### config.mk
export PLATFORM = sky130hd
export DESIGN_NAME = makespan_with_shared_setup
export DESIGN_NICKNAME = d
export VERILOG_FILES = /design/src/rtl/mkspan_pkg.sv /design/src/rtl/mkspan_ctrl.sv /design/src/rtl/mkspan_dp.sv /design/src/rtl/makespan_with_shared_setup.sv
export SDC_FILE = /design/constraint.sdc
export NUM_CORES = 1
export LEC_CHECK = 0
export BUFFER_PORTS_ARGS = -buffer_cell sky130_fd_sc_hd__buf_4
export CORE_MARGIN = 8
export CORE_UTILIZATION = 55
export CTS_CLUSTER_DIAMETER = 100
export DETAILED_ROUTE_END_ITERATION = 6
export PLACE_DENSITY = 0.71
export SLEW_MARGIN = 20
export SYNTH_ARGS = -nofsm -noshare
export SYNTH_HDL_FRONTEND = slang
export SYNTH_SLANG_ARGS = --single-unit
### constraint.sdc
create_clock -name aclk -period 9.2 [get_ports aclk]
set_clock_uncertainty 0.05 [all_clocks]
set_input_delay 1.38 -clock aclk [delete_from_list [all_inputs] [get_ports aclk]]
set_output_delay 1.38 -clock aclk [all_outputs]
set_load 0.02 [all_outputs]
### src/rtl/mkspan_pkg.sv
// Shared types, constants and helpers for the makespan evaluator.
// No dependencies; used by mkspan_ctrl, mkspan_dp and the top level.

package mkspan_pkg;

    localparam int TIME_W  = 32;
    localparam int DUR_W   = 16;
    localparam int COUNT_W = 4;

    localparam logic [COUNT_W-1:0] MACHINE_COUNT_RST = 4'd4;

    // register index decoded from paddr[2]
    localparam logic REG_MACHINE_COUNT = 1'b0;

    typedef logic [TIME_W-1:0] time_t;
    typedef logic [DUR_W-1:0]  dur_t;

    // commands from the controller to the datapath
    typedef struct packed {
        logic start;   // latch the job, reset the scan
        logic scan;    // read one machine time, compare the previous one
        logic setup;   // advance the setup resource
        logic finish;  // write the chosen machine, track the maximum
        logic emit;    // load the result register, clear the schedule
    } cmd_t;

    // status from the datapath to the controller
    typedef struct packed {
        logic scan_done;  // last active machine compared this cycle
        logic last;       // current job closes the order
        logic out_busy;   // result register holds an untaken transfer
    } status_t;

    function automatic time_t sat_add(input time_t a, input dur_t b);
        logic [TIME_W:0] sum;
        begin
            sum = {1'b0, a} + {{(TIME_W-DUR_W+1){1'b0}}, b};
            sat_add = sum[TIME_W] ? '1 : sum[TIME_W-1:0];
        end
    endfunction

endpackage

### src/rtl/mkspan_ctrl.sv
// Sequencer for the makespan evaluator: accept, scan, setup, finish, emit.
// Depends on mkspan_pkg for the command and status structs.

module mkspan_ctrl (
    input  logic                aclk,
    input  logic                aresetn,
    input  logic                in_valid,
    output logic                in_ready,
    input  mkspan_pkg::status_t status,
    output mkspan_pkg::cmd_t    cmd
);

    localparam logic [2:0] ST_IDLE   = 3'd0;
    localparam logic [2:0] ST_SCAN   = 3'd1;
    localparam logic [2:0] ST_SETUP  = 3'd2;
    localparam logic [2:0] ST_FINISH = 3'd3;
    localparam logic [2:0] ST_EMIT   = 3'd4;

    logic [2:0] state_reg;
    logic [2:0] state_next;

    always_ff @(posedge aclk) begin
        if (!aresetn) begin
            state_reg <= ST_IDLE;
        end else begin
            state_reg <= state_next;
        end
    end

    always_comb begin
        state_next = state_reg;
        cmd        = '0;
        in_ready   = 1'b0;
        unique case (state_reg)
            ST_IDLE: begin
                in_ready = 1'b1;
                if (in_valid) begin
                    cmd.start  = 1'b1;
                    state_next = ST_SCAN;
                end
            end
            ST_SCAN: begin
                cmd.scan = 1'b1;
                if (status.scan_done) begin
                    state_next = ST_SETUP;
                end
            end
            ST_SETUP: begin
                cmd.setup  = 1'b1;
                state_next = ST_FINISH;
            end
            ST_FINISH: begin
                cmd.finish = 1'b1;
                state_next = status.last ? ST_EMIT : ST_IDLE;
            end
            ST_EMIT: begin
                // hold until the previous result has been taken
                if (!status.out_busy) begin
                    cmd.emit   = 1'b1;
                    state_next = ST_IDLE;
                end
            end
            default: begin
                state_next = ST_IDLE;
            end
        endcase
    end

endmodule

### src/rtl/mkspan_dp.sv
// Datapath: machine finish-time memory, min scan, setup resource,
// running maximum and the result register. Depends on mkspan_pkg.

module mkspan_dp #(
    parameter int MAX_MACHINES = 8
) (
    input  logic                                 aclk,
    input  logic                                 aresetn,
    input  mkspan_pkg::cmd_t                     cmd,
    output mkspan_pkg::status_t                  status,
    input  logic [mkspan_pkg::COUNT_W-1:0]       machine_count,
    input  mkspan_pkg::dur_t                     setup_time,
    input  mkspan_pkg::dur_t                     proc_time,
    input  logic                                 last_job,
    output logic                                 m_tvalid,
    input  logic                                 m_tready,
    output mkspan_pkg::time_t                    m_tdata
);

    localparam int CW = $clog2(MAX_MACHINES + 1);
    localparam int IW = (MAX_MACHINES > 1) ? $clog2(MAX_MACHINES) : 1;
    localparam int MW = (CW > mkspan_pkg::COUNT_W) ? CW : mkspan_pkg::COUNT_W;

    mkspan_pkg::time_t mem [MAX_MACHINES];
    logic [MAX_MACHINES-1:0] valid_reg;

    mkspan_pkg::dur_t  setup_reg;
    mkspan_pkg::dur_t  proc_reg;
    logic              last_reg;
    logic [CW-1:0]     nm1_reg;
    logic [CW-1:0]     ptr_reg;
    logic [CW-1:0]     cmp_idx_reg;
    logic              cmp_vld_reg;
    mkspan_pkg::time_t rd_data_reg;
    logic              rd_hit_reg;
    mkspan_pkg::time_t min_reg;
    logic [IW-1:0]     best_reg;
    mkspan_pkg::time_t sfree_reg;
    mkspan_pkg::time_t span_reg;
    logic              m_tvalid_reg;
    mkspan_pkg::time_t m_tdata_reg;

    logic [MW-1:0]     count_ext;
    logic [CW-1:0]     active_n;
    mkspan_pkg::time_t cur_time;
    mkspan_pkg::time_t start_time;
    mkspan_pkg::time_t mach_end;

    // clamp the machine count to 1..MAX_MACHINES
    always_comb begin
        count_ext = MW'(machine_count);
        if (machine_count == '0) begin
            active_n = CW'(1);
        end else if (count_ext > MW'(MAX_MACHINES)) begin
            active_n = CW'(MAX_MACHINES);
        end else begin
            active_n = CW'(count_ext);
        end
    end

    assign cur_time   = rd_hit_reg ? rd_data_reg : '0;
    assign start_time = (min_reg > sfree_reg) ? min_reg : sfree_reg;
    assign mach_end   = mkspan_pkg::sat_add(sfree_reg, proc_reg);

    // machine finish-time memory
    always_ff @(posedge aclk) begin
        if (cmd.finish) begin
            mem[best_reg] <= mach_end;
        end
        if (cmd.scan) begin
            rd_data_reg <= mem[ptr_reg[IW-1:0]];
            rd_hit_reg  <= valid_reg[ptr_reg[IW-1:0]];
        end
    end

    // job payload and scan bookkeeping
    always_ff @(posedge aclk) begin
        if (cmd.start) begin
            setup_reg <= setup_time;
            proc_reg  <= proc_time;
            last_reg  <= last_job;
            nm1_reg   <= active_n - CW'(1);
            ptr_reg   <= '0;
            min_reg   <= '1;
            best_reg  <= '0;
        end
        if (cmd.scan) begin
            ptr_reg     <= ptr_reg + CW'(1);
            cmp_idx_reg <= ptr_reg;
            if (cmp_vld_reg && (cur_time < min_reg)) begin
                min_reg  <= cur_time;
                best_reg <= cmp_idx_reg[IW-1:0];
            end
        end
        if (cmd.emit) begin
            m_tdata_reg <= span_reg;
        end
    end

    // control state of the schedule and the result register
    always_ff @(posedge aclk) begin
        if (!aresetn) begin
            valid_reg    <= '0;
            cmp_vld_reg  <= 1'b0;
            sfree_reg    <= '0;
            span_reg     <= '0;
            m_tvalid_reg <= 1'b0;
        end else begin
            if (cmd.start) begin
                cmp_vld_reg <= 1'b0;
            end else if (cmd.scan) begin
                cmp_vld_reg <= 1'b1;
            end
            if (cmd.setup) begin
                sfree_reg <= mkspan_pkg::sat_add(start_time, setup_reg);
            end
            if (cmd.finish) begin
                valid_reg[best_reg] <= 1'b1;
                if (mach_end > span_reg) begin
                    span_reg <= mach_end;
                end
            end
            if (cmd.emit) begin
                // drop the finished order
                valid_reg    <= '0;
                sfree_reg    <= '0;
                span_reg     <= '0;
                m_tvalid_reg <= 1'b1;
            end else if (m_tready) begin
                m_tvalid_reg <= 1'b0;
            end
        end
    end

    assign status.scan_done = cmp_vld_reg && (cmp_idx_reg == nm1_reg);
    assign status.last      = last_reg;
    assign status.out_busy  = m_tvalid_reg && !m_tready;

    assign m_tvalid = m_tvalid_reg;
    assign m_tdata  = m_tdata_reg;

endmodule

### src/rtl/makespan_with_shared_setup.sv
// Top level of the makespan evaluator: APB register, controller, datapath.
// Depends on mkspan_pkg, mkspan_ctrl and mkspan_dp.
//
//   channel  | direction | handshake                  | payload
//   s_       | in        | s_tvalid / s_tready        | s_tdata (setup, proc), s_tlast
//   m_       | out       | m_tvalid / m_tready        | m_tdata (makespan)
//   apb      | in        | psel / penable / pready    | paddr, pwdata, prdata
//
// After its acceptance a job passes through the scan, setup and finish states before
// the next job can be accepted; the scan reads one machine time per cycle from the
// finish-time memory, one for each active machine. A last job also passes through
// the emit state to load the result register.
// Reset is synchronous; the schedule state clears at once, no clearing pass.
// A result waiting on m_tready stalls only the next last job, at its end.

module makespan_with_shared_setup #(
    parameter int MAX_MACHINES = 8
) (
    input  logic        aclk,
    input  logic        aresetn,
    // transfer in: [15:0] setup_time, [31:16] proc_time
    input  logic [31:0] s_tdata,
    input  logic        s_tlast,
    input  logic        s_tvalid,
    output logic        s_tready,
    // transfer out: [31:0] makespan
    output logic [31:0] m_tdata,
    output logic        m_tvalid,
    input  logic        m_tready,
    input  logic        psel,
    input  logic        penable,
    input  logic        pwrite,
    input  logic [2:0]  paddr,
    input  logic [31:0] pwdata,
    output logic [31:0] prdata,
    output logic        pready
);

    logic [mkspan_pkg::COUNT_W-1:0] machine_count_reg;
    mkspan_pkg::cmd_t    cmd;
    mkspan_pkg::status_t status;
    logic                cfg_write;

    assign pready    = 1'b1;
    assign cfg_write = psel && penable && pwrite && (paddr[2] == mkspan_pkg::REG_MACHINE_COUNT);

    always_ff @(posedge aclk) begin
        if (!aresetn) begin
            machine_count_reg <= mkspan_pkg::MACHINE_COUNT_RST;
        end else if (cfg_write) begin
            machine_count_reg <= pwdata[mkspan_pkg::COUNT_W-1:0];
        end
    end

    always_comb begin
        prdata = '0;
        if (paddr[2] == mkspan_pkg::REG_MACHINE_COUNT) begin
            prdata = 32'(machine_count_reg);
        end
    end

    mkspan_ctrl u_ctrl (
        .aclk     (aclk),
        .aresetn  (aresetn),
        .in_valid (s_tvalid),
        .in_ready (s_tready),
        .status   (status),
        .cmd      (cmd)
    );

    mkspan_dp #(
        .MAX_MACHINES (MAX_MACHINES)
    ) u_dp (
        .aclk          (aclk),
        .aresetn       (aresetn),
        .cmd           (cmd),
        .status        (status),
        .machine_count (machine_count_reg),
        .setup_time    (s_tdata[15:0]),
        .proc_time     (s_tdata[31:16]),
        .last_job      (s_tlast),
        .m_tvalid      (m_tvalid),
        .m_tready      (m_tready),
        .m_tdata       (m_tdata)
    );

    // a job in work blocks the next one
    a_one_job: assert property (@(posedge aclk) disable iff (!aresetn)
        (s_tvalid && s_tready && aresetn) |=> !s_tready)
        else $error("input taken while a job is in work");

    // a register write lands in the machine count
    a_cfg_write: assert property (@(posedge aclk) disable iff (!aresetn)
        (cfg_write && aresetn) |=> (machine_count_reg == $past(pwdata[3:0])))
        else $error("machine count write lost");

    // a result only follows a last job finishing
    a_emit_src: assert property (@(posedge aclk) disable iff (!aresetn)
        (cmd.emit) |-> (status.last && !status.out_busy))
        else $error("result emitted outside a last job");

endmodule

==> impl_metrics.py <==
metrics = {
    "cells_and_area": {
        "fillers": 3161,
        "regMostFlops": "u_dp.mem",
        "diodes": 0,
        "final_nets": 2117,
        "fin_area_um2": 25900,
        "regArea_um2": 13300,
        "largest_register_ffs": 256,
        "multiInputGateArea_um2": 8880,
        "syn_to_final_growth_pct": 12.2,
        "final_layout_size_suffix_gt1_share_pct": 16.5,
    },
    "cts": {
        "clkSinkCount": 482,
        "clockBufferDepth": 3,
        "worstSkewPairLatency_ns": 0.59,
        "htreeDepth": 2,
        "cts_tree": "yes",
        "root_buffer": "clkbuf_16",
        "ctsResizeCount": 0,
        "cts.reportedPaths.clkPinSlew_ns": 0.06,
        "hold_buffers": 0,
        "postCtsSetupBuffers": 0,
        "cts_made_buffers": 50,
    },
    "setup_path": {
        "worst_ep_arrival_time_ns": 7.27,
        "required_ns": 9.62,
        "crit_slowest_cell": "o311a_4",
        "path_cells": "ha_1, nand3_1, o22ai_1, nor2_1, o211ai_1, a41o_1, nand3_1, or2_2, xnor2_1, nand2_1, ha_1, nand2_1, nor3_1, nand3_1, nor3_1, o2111ai_1, nand4_1, o311a_4, nor2_1, a311oi_1",
        "crit_type": "reg -> reg",
        "start_kind": "register",
        "critPathMaxStageDelay_ns": 0.65,
        "critPathCaptureType": "register",
        "worst-path-max-fanout": 61,
        "crit_top_cell": "nand3_1",
    },
    "synth": {
        "synth.distinct_cells": 72,
        "synth_ff_type": "edfxtp_1",
        "synth_top_area_share_pct": 47.6,
        "seq_area_frac_synth_pct": 57.6,
        "async_flop_share_pct": 0,
        "synth_most_common_cell": "edfxtp_1",
        "synth.avg_cell_area_um2": 12.6,
        "synth_edf_count": 366,
        "yosysTopAreaCell": "edfxtp_1",
        "ys_ff_latch": 482,
        "syn_inst": 1828,
        "synthTopCellsByCount": "366 x edfxtp_1, 139 x inv_1, 129 x ha_1, 116 x dfxtp_1, 113 x nand2_1",
        "syn_area_um2": 23100,
        "yosys_warnings": 0,
        "yosys-top-cells-area": "edfxtp_1 48%, dfxtp_1 10%, ha_1 7.0%",
    },
    "routing": {
        "routedWlPerCell_um": 22.8,
        "via_count": 15148,
        "drc": 0,
        "routed_wl_um": 56800,
        "vias_per_cell": 6.08,
        "drtIter0Drc": 1671,
        "ant_nets": 0,
        "dr.pass1.iters": 6,
    },
    "grt": {
        "grt.total_usage_pct": 22.7,
        "grt_first_pass_wirelength_um": 87000,
        "gr-total-overflow": 0,
        "grt_max_degree": 70,
        "antenna_found_initial": 0,
        "grt_pass1_vias": 15043,
    },
    "pwr": {
        "p_per_area_nw_per_um2": 304,
        "irDropWorstVdd_mv": 0.149,
        "leakagePower_nw": 9.75,
    },
    "die": {
        "fp.dieArea_um2": 48800,
        "num_rows": 75,
        "core_area_um2": 41700,
        "ios": 142,
        "fp.dieW_um": 221,
        "die_y_um": 221,
        "start_util_pct": 55.5,
    },
    "placement": {
        "port-buffer-count": 82,
        "place_hpwl_um": 37700,
        "gp_congestion": 0.907,
        "place_area_um2": 24200,
    },
    "sta": {
        "maxSlewHeadroom_pct": 18.9,
        "final.period_utilization_pct": 74.4,
        "setup_viol": 0,
        "fmax_ghz": 0.146,
        "layout_min_cycle_time_ns": 6.85,
        "worst_pin_slew_ns": 1.18,
        "tns_ns": 0,
        "drv_slew": 0,
        "finalHoldViolCount": 0,
        "grt_setup_unrepaired": "no",
    },
    "status": {
        "status": "complete, no violations",
    },
    "hold_path": {
        "hold_path_class": "reg -> reg",
    },
    "job": {
        "cap_violations": 0,
    },
}
[report_power, final]
| group | leakage (nW) | total [W] | switching (W) | internal, W |
|---|---|---|---|---|
| clock network | 0.811 | 0.00206 | 0.000831 | 0.00123 |
| logic | 4.62 | 0.00289 | 0.00174 | 0.00115 |
| registers | 4.32 | 0.00295 | 0.000226 | 0.00273 |
| total | 9.75 | 0.00790 | 0.00279 | 0.00510 |
[final timing paths]
path | start | to | slack [ns] | cells past startpoint
worst max-delay path | u_dp.proc_reg[2] | u_dp.span_reg[12] | 2.35 | 20
worst max register to register | u_dp.proc_reg[2] | u_dp.span_reg[12] | 2.35 | 20
worst min register to register | u_dp.span_reg[26] | u_dp.m_tdata[26] | 0.39 | 0
worst min-delay path | u_dp.span_reg[26] | u_dp.m_tdata[26] | 0.39 | 0
[metrics by stage]
stage	cells	total power [W]	utilization (%)	setup WS (ns)	hold slack [ns]
3_5_place_dp	2397	0.00582	58.2	2.04	0.375
6_report	2490	0.00790	62.2	2.35	0.389
3_3_place_gp	2397	0.00573	58.2	2.22	0.374
2_1_floorplan	1856	0.00505	-	4.27	0.358
5_1_grt	2490	0.00834	62.2	1.96	0.396
4_1_cts	2489	0.00790	62.2	2.01	0.389
[per-layer routing]
layer	wire (um)	track usage [%]
met1	24300	30.9
met3	4600	4.93
met5	0	0
met4	1640	6.82
met2	26300	36.5
[cell type report]
| class | count | area share [%] |
|---|---|---|
| Sequential cell | 482 | 51.3 |
| Multi-Input combinational cell | 1121 | 34.2 |
| Clock buffer | 63 | 5.17 |
| Timing Repair Buffer | 116 | 3.37 |
| Tap cell | 539 | 2.60 |
| Inverter | 140 | 2.03 |
| Clock inverter | 29 | 1.27 |
[cells by family after synthesis]
| kind of cell | synth area share (%) |
|---|---|
| flops | 57.6 |
| mux | 8.60 |
| fa+ha+maj | 7.16 |
| xor+xnor | 2.20 |
| other cells | 0.0325 |
| buf+inv | 4.76 |
| compound gates | 10.4 |
| simple gates | 9.23 |
[worst max-delay path, delay by kind of cell, from the launching register on]
kind,cells,cell delay (ns)
fa+ha+maj,2,0.79
simple gates,11,2.37
xor+xnor,1,0.46
compound gates,6,2.57
flops,1,0.46
[cell usage in the layout (no fill, tap or decap), types with 30 or more instances in the layout]
cell type	Yosys	layout
edfxtp_1	366	366
inv_1	139	138
ha_1	129	129
dfxtp_1	116	116
buf_4	32	115
nand2_1	113	112
nor2_1	81	77
a21oi_1	70	70
nor3_1	70	66
o21ai_0	66	66
mux4_2	66	66
clkbuf_16	0	51
nand3_1	40	40
xnor2_1	39	39
a311oi_1	35	35
o22ai_1	34	34
mux2_2	33	33
a21o_1	31	31
conb_1	2	30
Power figures use the tool's default switching activity.
